===== src/assert_macros.svh =====
// ----------------------------------------------------------------------------
// assert_macros.svh
// concurrent assertion helpers, compiled out when SYNTHESIS is defined
// ----------------------------------------------------------------------------
`ifndef ASSERT_MACROS_SVH
`define ASSERT_MACROS_SVH

`ifndef SYNTHESIS
// property must hold at every clock edge outside reset
`define ASSERT_PROP(label, clk, rst_n, prop, msg) \
  label: assert property (@(posedge clk) disable iff (!rst_n) (prop)) else $error(msg);
// condition must never be true outside reset
`define ASSERT_NEVER(label, clk, rst_n, cond, msg) \
  label: assert property (@(posedge clk) disable iff (!rst_n) !(cond)) else $error(msg);
`else
`define ASSERT_PROP(label, clk, rst_n, prop, msg)
`define ASSERT_NEVER(label, clk, rst_n, cond, msg)
`endif

`endif


===== src/sdtq_pkg.sv =====
// ----------------------------------------------------------------------------
// sdtq_pkg
// shared constants, request kinds and controller/datapath interface types
// ----------------------------------------------------------------------------
package sdtq_pkg;

  localparam int NUM_FDS   = 32;
  localparam int TIME_BITS = 32;
  localparam int FD_W      = 5;
  localparam int KIND_W    = 2;
  localparam int IN_TIME_W = 32;
  localparam int SLOT_W    = $clog2(NUM_FDS);
  localparam int CNT_W     = $clog2(NUM_FDS + 1);

  typedef enum logic [KIND_W-1:0] {
    KIND_ADD  = 2'd0,
    KIND_DEL  = 2'd1,
    KIND_TICK = 2'd2
  } kind_e;

  // controller to datapath
  typedef struct packed {
    logic load;
    logic find;
    logic remove;
    logic compare;
    logic insert;
    logic pop;
  } sdtq_cmd_t;

  // datapath to controller
  typedef struct packed {
    logic fd_ok;
    logic active;
    logic full;
    logic head_due;
    logic next_due;
    logic out_free;
  } sdtq_status_t;

endpackage


===== src/sdtq_ctrl.sv =====
// ----------------------------------------------------------------------------
// sdtq_ctrl
// sequencer for add, delete and tick requests
// ----------------------------------------------------------------------------
module sdtq_ctrl import sdtq_pkg::*; (
  input  logic               clk_i,
  input  logic               rst_ni,
  input  logic               in_valid_i,
  input  logic [KIND_W-1:0]  in_kind_i,
  input  logic               add_q_i,
  input  sdtq_status_t       status_i,
  output logic               stall_o,
  output sdtq_cmd_t          cmd_o
);

  typedef enum logic [2:0] {
    ST_IDLE,
    ST_FIND,
    ST_REMOVE,
    ST_CMP,
    ST_INSERT,
    ST_DRAIN
  } state_e;

  state_e state_q;
  state_e state_d;

  always_comb begin
    state_d = state_q;
    cmd_o   = '0;
    case (state_q)
      ST_IDLE: begin
        if (in_valid_i) begin
          cmd_o.load = 1'b1;
          case (kind_e'(in_kind_i))
            KIND_ADD:  state_d = ST_FIND;
            KIND_DEL:  state_d = ST_FIND;
            KIND_TICK: state_d = ST_DRAIN;
            default:   state_d = ST_IDLE;
          endcase
        end
      end
      ST_FIND: begin
        cmd_o.find = 1'b1;
        if (!status_i.fd_ok) begin
          state_d = ST_IDLE;
        end else if (status_i.active) begin
          state_d = ST_REMOVE;
        end else if (add_q_i) begin
          state_d = ST_CMP;
        end else begin
          state_d = ST_IDLE;
        end
      end
      ST_REMOVE: begin
        cmd_o.remove = 1'b1;
        state_d      = add_q_i ? ST_CMP : ST_IDLE;
      end
      ST_CMP: begin
        cmd_o.compare = 1'b1;
        state_d       = ST_INSERT;
      end
      ST_INSERT: begin
        cmd_o.insert = !status_i.full;
        state_d      = ST_IDLE;
      end
      ST_DRAIN: begin
        // pop one due entry per cycle while the output register has room
        if (!status_i.head_due) begin
          state_d = ST_IDLE;
        end else if (status_i.out_free) begin
          cmd_o.pop = 1'b1;
          if (!status_i.next_due) begin
            state_d = ST_IDLE;
          end
        end
      end
      default: state_d = ST_IDLE;
    endcase
  end

  always_ff @(posedge clk_i or negedge rst_ni) begin
    if (!rst_ni) begin
      state_q <= ST_IDLE;
    end else begin
      state_q <= state_d;
    end
  end

  assign stall_o = (state_q != ST_IDLE);

endmodule


===== src/sdtq_datapath.sv =====
// ----------------------------------------------------------------------------
// sdtq_datapath
// sorted slot registers, descriptor flags and output register
// ----------------------------------------------------------------------------
module sdtq_datapath import sdtq_pkg::*; (
  input  logic                  clk_i,
  input  logic                  rst_ni,
  input  sdtq_cmd_t             cmd_i,
  input  logic [KIND_W-1:0]     in_kind_i,
  input  logic [FD_W-1:0]       in_fd_number_i,
  input  logic [IN_TIME_W-1:0]  in_time_value_i,
  input  logic                  out_stall_i,
  output logic                  add_q_o,
  output sdtq_status_t          status_o,
  output logic                  out_valid_o,
  output logic [FD_W-1:0]       out_expired_fd_o,
  output logic                  out_last_o
);

  logic                 add_q;
  logic [FD_W-1:0]      fd_q;
  logic [TIME_BITS-1:0] time_q;

  logic [FD_W-1:0]      slot_fd_q [NUM_FDS];
  logic [TIME_BITS-1:0] slot_dl_q [NUM_FDS];
  logic [CNT_W-1:0]     count_q;
  logic [NUM_FDS-1:0]   active_q;
  logic [SLOT_W-1:0]    del_idx_q;
  logic [NUM_FDS-1:0]   keep_q;

  logic                 out_valid_q;
  logic [FD_W-1:0]      out_fd_q;
  logic                 out_last_q;

  logic [SLOT_W-1:0]    fd_idx;
  logic [SLOT_W-1:0]    match_idx;
  logic [SLOT_W-1:0]    shift_idx;
  logic [NUM_FDS-1:0]   keep_d;
  logic [NUM_FDS-1:0]   ins_here;
  logic                 full;
  logic                 head_due;
  logic                 next_due;
  logic                 out_free;
  logic                 shift_dn;

  assign fd_idx    = SLOT_W'(fd_q);
  assign full      = (count_q == CNT_W'(NUM_FDS));
  assign head_due  = (count_q != '0) && (slot_dl_q[0] <= time_q);
  assign next_due  = (count_q > CNT_W'(1)) && (slot_dl_q[1] <= time_q);
  assign out_free  = !out_valid_q || !out_stall_i;
  assign shift_dn  = cmd_i.remove || cmd_i.pop;
  assign shift_idx = cmd_i.pop ? '0 : del_idx_q;

  // descriptor is unique in the list, so or-ing indexes encodes the one-hot match
  always_comb begin
    match_idx = '0;
    for (int i = 0; i < NUM_FDS; i++) begin
      if ((CNT_W'(i) < count_q) && (slot_fd_q[i] == fd_q)) begin
        match_idx = match_idx | SLOT_W'(i);
      end
    end
  end

  // sorted list makes keep a prefix mask of entries at or before the deadline
  always_comb begin
    for (int i = 0; i < NUM_FDS; i++) begin
      keep_d[i] = (CNT_W'(i) < count_q) && (slot_dl_q[i] <= time_q);
    end
    ins_here[0] = !keep_q[0];
    for (int i = 1; i < NUM_FDS; i++) begin
      ins_here[i] = keep_q[i-1] && !keep_q[i];
    end
  end

  always_ff @(posedge clk_i) begin
    if (cmd_i.load) begin
      add_q  <= (kind_e'(in_kind_i) == KIND_ADD);
      fd_q   <= in_fd_number_i;
      time_q <= TIME_BITS'(in_time_value_i);
    end
    if (cmd_i.find) begin
      del_idx_q <= match_idx;
    end
    if (cmd_i.compare) begin
      keep_q <= keep_d;
    end
    if (cmd_i.pop) begin
      out_fd_q   <= slot_fd_q[0];
      out_last_q <= !next_due;
    end
  end

  always_ff @(posedge clk_i) begin
    if (shift_dn) begin
      for (int i = 0; i < NUM_FDS - 1; i++) begin
        if (SLOT_W'(i) >= shift_idx) begin
          slot_fd_q[i] <= slot_fd_q[i+1];
          slot_dl_q[i] <= slot_dl_q[i+1];
        end
      end
    end else if (cmd_i.insert) begin
      if (ins_here[0]) begin
        slot_fd_q[0] <= fd_q;
        slot_dl_q[0] <= time_q;
      end
      for (int i = 1; i < NUM_FDS; i++) begin
        if (ins_here[i]) begin
          slot_fd_q[i] <= fd_q;
          slot_dl_q[i] <= time_q;
        end else if (!keep_q[i-1]) begin
          slot_fd_q[i] <= slot_fd_q[i-1];
          slot_dl_q[i] <= slot_dl_q[i-1];
        end
      end
    end
  end

  always_ff @(posedge clk_i or negedge rst_ni) begin
    if (!rst_ni) begin
      count_q     <= '0;
      active_q    <= '0;
      out_valid_q <= 1'b0;
    end else begin
      if (shift_dn) begin
        count_q <= count_q - CNT_W'(1);
      end else if (cmd_i.insert) begin
        count_q <= count_q + CNT_W'(1);
      end
      if (cmd_i.remove) begin
        active_q[fd_idx] <= 1'b0;
      end else if (cmd_i.pop) begin
        active_q[SLOT_W'(slot_fd_q[0])] <= 1'b0;
      end else if (cmd_i.insert) begin
        active_q[fd_idx] <= 1'b1;
      end
      if (cmd_i.pop) begin
        out_valid_q <= 1'b1;
      end else if (!out_stall_i) begin
        out_valid_q <= 1'b0;
      end
    end
  end

  assign add_q_o           = add_q;
  assign status_o.fd_ok    = (32'(fd_q) < NUM_FDS);
  assign status_o.active   = active_q[fd_idx];
  assign status_o.full     = full;
  assign status_o.head_due = head_due;
  assign status_o.next_due = next_due;
  assign status_o.out_free = out_free;

  assign out_valid_o      = out_valid_q;
  assign out_expired_fd_o = out_fd_q;
  assign out_last_o       = out_last_q;

endmodule


===== src/sorted_deadline_timer_queue_core.sv =====
// ----------------------------------------------------------------------------
// sorted_deadline_timer_queue_core
// deadline-ordered timer list, one timer per descriptor
// ----------------------------------------------------------------------------
// Keeps up to 32 timers in a register list sorted by deadline, ties in order
// of arrival. An add of an already queued descriptor replaces its deadline;
// a delete of an idle descriptor and requests of kind 3 do nothing. A tick
// pops every entry due at or before its time, one result a cycle while
// the output register has room, last set on the final one, and gives
// nothing if none is due. The block takes one request at a time: a delete
// steps through find and, if the descriptor is queued, remove; an add
// then goes on to compare and insert; a tick drains. Results sit in an
// output register, so a new request is taken while one waits.
`include "assert_macros.svh"

module sorted_deadline_timer_queue_core import sdtq_pkg::*; (
  input  logic                  clk_i,
  input  logic                  rst_ni,
  input  logic                  in_valid_i,
  output logic                  in_stall_o,
  input  logic [KIND_W-1:0]     in_kind_i,
  input  logic [FD_W-1:0]       in_fd_number_i,
  input  logic [IN_TIME_W-1:0]  in_time_value_i,
  output logic                  out_valid_o,
  input  logic                  out_stall_i,
  output logic [FD_W-1:0]       out_expired_fd_o,
  output logic                  out_last_o
);

  sdtq_cmd_t    cmd;
  sdtq_status_t status;
  logic         add_q;

  sdtq_ctrl u_ctrl (
    .clk_i      (clk_i),
    .rst_ni     (rst_ni),
    .in_valid_i (in_valid_i),
    .in_kind_i  (in_kind_i),
    .add_q_i    (add_q),
    .status_i   (status),
    .stall_o    (in_stall_o),
    .cmd_o      (cmd)
  );

  sdtq_datapath u_datapath (
    .clk_i            (clk_i),
    .rst_ni           (rst_ni),
    .cmd_i            (cmd),
    .in_kind_i        (in_kind_i),
    .in_fd_number_i   (in_fd_number_i),
    .in_time_value_i  (in_time_value_i),
    .out_stall_i      (out_stall_i),
    .add_q_o          (add_q),
    .status_o         (status),
    .out_valid_o      (out_valid_o),
    .out_expired_fd_o (out_expired_fd_o),
    .out_last_o       (out_last_o)
  );

  `ASSERT_NEVER(a_pop_needs_room, clk_i, rst_ni, cmd.pop && !status.out_free, "pop without output room")
  `ASSERT_PROP(a_pop_only_due, clk_i, rst_ni, cmd.pop |-> status.head_due, "pop of entry not due")
  `ASSERT_NEVER(a_insert_full, clk_i, rst_ni, cmd.insert && status.full, "insert into full list")
  `ASSERT_PROP(a_pop_sets_valid, clk_i, rst_ni, cmd.pop |=> out_valid_o, "popped result not shown")

endmodule

===== config.mk =====
export PLATFORM = sky130hd
export DESIGN_NAME = sorted_deadline_timer_queue_core
export DESIGN_NICKNAME = d
export VERILOG_FILES = /design/src/sdtq_pkg.sv /design/src/sdtq_ctrl.sv /design/src/sdtq_datapath.sv /design/src/sorted_deadline_timer_queue_core.sv
export VERILOG_INCLUDE_DIRS = /design/src /design/src/src
export SDC_FILE = /design/constraint.sdc
export NUM_CORES = 2
export LEC_CHECK = 0
export BUFFER_PORTS_ARGS = -buffer_cell sky130_fd_sc_hd__buf_4
export CORE_ASPECT_RATIO = 1.5
export CORE_MARGIN = 5
export CORE_UTILIZATION = 30
export CTS_CLUSTER_SIZE = 30
export DETAILED_ROUTE_END_ITERATION = 6
export GPL_TIMING_DRIVEN = 0
export PLACE_DENSITY_LB_ADDON = 0.3
export SYNTH_ARGS = -nofsm -noshare
export SYNTH_HDL_FRONTEND = slang
export SYNTH_SLANG_ARGS = --single-unit

===== constraint.sdc =====
create_clock -name clk_i -period 5.95 [get_ports clk_i]
set_input_delay 1.19 -clock clk_i [delete_from_list [all_inputs] [get_ports clk_i]]
set_output_delay 1.19 -clock clk_i [all_outputs]
set_load 0.005 [all_outputs]

# Yosys cells after proc, flatten, opt, wreduce, memory -nomap -nowiden
# Memory sizes are Yosys's and may differ from the RTL's.
# Cells that the tools add are included.
word_totals:
  output_inout_bits: 8
  latch_bits: 0
  register_bits: 123
  rom_bits: 0
  mem_count: 2
  ramBits: 1184
op_classes:
  order_cmp: 100
  n_addsub: 2
  n_mul: 0
  div: 0
  shift: 0
  muxes: 556
  eq_ne: 43
  n_bitwise: 129
  n_reduce_logical: 147
mem_list:
  columns: ["memory", "words", "width", "read_ports", "rd_ports_with_merged_regs", "wr", "line_no", "rtl"]
  rows:
  - ["u_datapath.slot_dl_q", 32, 32, 32, 0, 32, "sdtq_datapath.sv:25", "logic [TIME_BITS-1:0] slot_dl_q [NUM_FDS];"]
  - ["u_datapath.slot_fd_q", 32, 5, 32, 0, 32, "sdtq_datapath.sv:24", "logic [FD_W-1:0] slot_fd_q [NUM_FDS];"]
op_table:
  columns: ["op", "count"]
  rows:
  - ["two-way mux 32 bit", 65]
  - ["less-or-equal comparator 32 bit", 32]
  - ["two-way mux 1 bit", 393]
  - ["two-way mux 5 bit", 63]
  - ["equality test 5 bit", 31]
  - ["bitwise OR 1 bit", 124]
  - ["logical AND 1 bit", 98]
  - ["< comparator 5 x 6 -> 1 bit (first input constant)", 16]
  - ["greater-or-equal comparator 5 bit (first input constant)", 15]
  - ["AND 32 bit", 2]
  - ["inverter 32 bit", 2]
  - ["< comparator 4 x 6 -> 1 bit (first input constant)", 8]
  - ["greater-or-equal comparator 4 x 5 -> 1 bit (first input constant)", 8]
  - ["two-way mux 3 bit", 13]
  - ["zero test 1 bit", 35]
  - ["two-way mux 4 bit", 8]
  - ["bitwise OR 32 bit", 1]
  - ["< comparator 3 x 6 -> 1 bit (first input constant)", 4]
  - ["greater-or-equal comparator 3 x 5 -> 1 bit (first input constant)", 4]
  - ["OR reduction 16 bit", 1]
  - ["case mux 3 bit (5 select lines)", 1]
  - ["two-way mux 2 bit", 7]
  - ["< comparator 1 x 6 -> 1 bit (first input constant)", 2]
  - ["< comparator 2 x 6 -> 1 bit (first input constant)", 2]
  - ["30 further kinds", 42]

# Depth between registers and ports, before layout
# An unclocked memory read counts as a cell.
depth:
  ltp_word: 29
  ltp_mapped: 15
  depth_no_buf: 11

# Cells and area by module
# From an unflattened synthesis, not the netlist that was laid out.
hier_totals:
  hier_cells: 8657
  area_unflattened_um2: 89502.1
modules_own_cells:
  columns: ["mod", "seq_area_each_um2", "cells_each", "area_per_inst_um2", "n_inst"]
  rows:
  - ["sdtq_datapath", 38962.4, 8626, 89239.3, 1]
  - ["sdtq_ctrl", 75.1, 31, 262.8, 1]

# Worst setup path before layout
# Ideal clock, no wire load.
synth_timing:
  path_kind: "reg2reg"
  start: "register u_datapath.time_q[29]"
  end: "memory u_datapath.slot_dl_q[4][0], in the netlist u_datapath.slot_dl_q[0][128] (enable)"
  setup_slack_ns: 0.698
  n_path_buf: 4
  stages_incl_launch_ff: 14
  t_arrival_ns: 4.538
  period_less_slack_ns: 5.252
  cell_sequence: "edfxtp_1 -> inv_1 -> clkbuf_1 -> ha_1 -> nand2_1 -> nor4_2 -> nand2_1 -> nor3_1 -> o311ai_2 -> nand3_4 -> buf_6 -> buf_2 -> buf_2 -> o2111ai_1"
synth_rtl:
  columns: ["item", "line_no", "rtl"]
  rows:
  - ["from (decl)", "sdtq_datapath.sv:22", "logic [TIME_BITS-1:0] time_q;"]
  - ["from (signal assigned)", "sdtq_datapath.sv:79", "time_q <= TIME_BITS'(in_time_value_i);"]
  - ["to (decl)", "sdtq_datapath.sv:25", null]

==> metrics <==
Iter 0 DRT Violations 7175; die area approximately 310000 um^2; CORE AREA between 300000 and 400000 um^2; Die Y slightly below 700 um; Hold Slack about 360 ps; global route total overflow 0; Primary FF master, synth edfxtp_1; Area growth syn-to-layout 14.1%; die width 459 um; Register-to-Register Path Depth 14; final WL around 440 mm; initial antenna violation count 33; hpwl dp around 350 mm; Total GRT Usage approximately 27%; EDFF count, synth around 1300; Pleak between 30 and 40 nW; antenna-violating nets left 0; Pwr per Cell Area 552 nW/um^2; Initial Utilization 30.1%; first drt pass iteration count 7; Placement Setup Slack -829 ps; CP endpoint kind register; clock root cell clkbuf_16; worst setup path class reg -> reg; mean area per synthesized cell 9.93 um^2; final setup fails 27; TritonCTS clock tree built; yosys warns 0; IO buf count 50; # Max-Cap Violations 2; DR WL/cell roughly 33 um; library cells used by synthesis 83; Rel. slew slack -4.35%; Crit Reg-Reg Endpoint u_datapath.slot_dl_q[0][16]$_DFFE_PP_; failing checks design-rule violations, max-capacitance violations, max-slew violations, negative setup slack; reg2reg start u_datapath.time_q[1]$_DFFE_PP_; CTS buffer count around 150; DRC viols 1; final worst setup slack -112 ps; hold crit path type in -> async; H-tree levels 4; clk_lat worst skew between 800 and 900 ps; global-route wire length before repair just over 600 mm; Worst-Margin Slew between 1500 and 2000 ps; Post-Syn Nets between 10000 and 15000; register area share after synthesis 43.0%; post-route cell area roughly 100000 um^2; Final period util 102%; Post-Syn Area between 90000 and 100000 um^2; Clock Sinks roughly 1300; Yosys reg bits 1307; nets@finish roughly 11000; CP Max Fanout 14; dpl cell area between 90000 and 100000 um^2; RSZ-0062 raised after global routing false; vias per std cell 5.92; highest clock rate ~160 MHz; WP data arrival ~6600 ps; Clock Tree Buf Depth 4; largest net degree at the start of global routing 43; vias between 80000 and 90000; reg-to-reg slack, setup -110 ps; maximum vdd drop approximately 260 uV; vias in the first global route between 80000 and 90000; Period minus WS final approximately 6100 ps; Async S/R FF share, synth under 10%; Mapped Cells ~9200; share of cells above drive strength 1 about 11%; clock skew roughly 62 ps; commonest non-fill, non-tap cell in the layout nand2_1; commonest cells after routing, fill and taps aside nand2_1, edfxtp_1, ha_1; Crit path required time 6500 ps; Worst setup SP type register; RePlAce Congestion around 0.99; Slew Viols, Final 21; status finished, violations left; row cnt around 250; endpoints failing hold 0; Clk pin slew, worst setup/hold paths 70 ps; io pins between 50 and 60
cell families (layout without fill, tap and decap cells):
group,Yosys count,count (layout),synth area share (%)
flops,1307,1307,43.0
mux,653,653,8.02
fa+ha+maj,1027,1027,14.1
compound gates,2385,2385,16.0
other cells,0,25,0
simple gates,2896,2896,13.9
xor+xnor,160,160,1.54
buf+inv,725,1157,3.45
timing repair:
item | 4_1_cts | 5_1_grt
endpoints found under the setup margin | 639 | 44
buffers inserted | 37 | 6
gates resized for setup | 2 | 1
cloned | 0 | 0
hold buffers | 0 | 0
pin swaps | 3 | 0
power breakdown:
part / leakage [nW] / internal [W] / switching, W
clock: 2.48 / 0.00590 / 0.00439
combinational: 24.9 / 0.00962 / 0.0166
sequential: 12.1 / 0.0162 / 0.00464
total: 39.5 / 0.0317 / 0.0256
worst max path at each step:
| stage | startpoint | slack, ps | end |
|---|---|---|---|
| floorplan | u_datapath.time_q[29]$_DFFE_PP_ | 700 | u_datapath.slot_dl_q[0][128]$_DFFE_PP_ |
| global placement | u_datapath.time_q[9]$_DFFE_PP_ | -4750 | u_datapath.slot_dl_q[1][47]$_DFFE_PP_ |
| detailed placement | u_datapath.time_q[12]$_DFFE_PP_ | -830 | u_datapath.slot_dl_q[1][44]$_DFFE_PP_ |
| CTS | u_datapath.time_q[27]$_DFFE_PP_ | 1 | u_datapath.slot_dl_q[1][201]$_DFFE_PP_ |
| global route | u_datapath.time_q[1]$_DFFE_PP_ | 30 | u_datapath.slot_dl_q[0][16]$_DFFE_PP_ |
| finish | u_datapath.time_q[1]$_DFFE_PP_ | -110 | u_datapath.slot_dl_q[0][16]$_DFFE_PP_ |
sequential cells by signal, summed over array words and instances (netlist names), 5 cells and up:
register and flops:
u_datapath.time_q 32, u_datapath.count_q 6, u_datapath.del_idx_q 5, u_datapath.fd_idx 5, u_datapath.active_q 32, u_datapath.out_expired_fd_o 5, u_datapath.slot_dl_q 1024, u_datapath.slot_fd_q 160
u_datapath.keep_q 32
worst max-delay path: stages (launching register included):
cell,delay [ps]
edfxtp_1,1110
inv_1,340
clkbuf_4,460
ha_1,420
a21oi_1,130
o21ai_0,110
a22o_1,210
o311ai_2,650
nand3_4,340
buf_6,270
buf_4,260
buf_2,360
o211ai_1,460
buf_4,320
buf_4,230
layer usage:
metal	track usage, %	wire length [um]	vias up
li1	-	-	35200
met1	25.1	141000	39800
met2	48.9	224000	3782
met3	4.39	23300	1722
met4	26.8	53800	6
met5	0	42	-
through the flow:
step           setup TNS [ps]  cells  utilization (%)  power [W]
2_1_floorplan               0   9153                -     0.0344
3_3_place_gp         -5940490  13200             31.9     0.0448
3_5_place_dp          -181010  13300             32.5     0.0462
4_1_cts                     0  13600             34.3     0.0567
5_1_grt                     0  13600             34.4     0.0597
6_report                -2530  13600             34.4     0.0573
synthesized netlist by cell type, types with 211 or more instances:
cell type / count / area, um^2
a21o_1: 218 / 1640
a21oi_1: 533 / 2670
a31oi_1: 583 / 3650
clkbuf_1: 385 / 1450
edfxtp_1: 1265 / 38000
ha_1: 1027 / 12800
mux2_2: 260 / 2930
mux2i_1: 269 / 2690
nand2_1: 1547 / 5810
nand4_1: 211 / 1320
nor2_1: 606 / 2270
o21ai_0: 619 / 3100
area by class of cell:
class / count / area (um^2)
clock buffer: 177 / 4050
timing repair buffer: 168 / 2430
clock inverter: 87 / 1020
buffer: 626 / 2920
inverter: 99 / 372
tap: 3984 / 4980
fill: 30900 / 198000
antenna: 25 / 62.6
sequential: 1307 / 39000
multi-input combinational: 7121 / 48800
No activity file was read; power rests on OpenSTA's default activity.
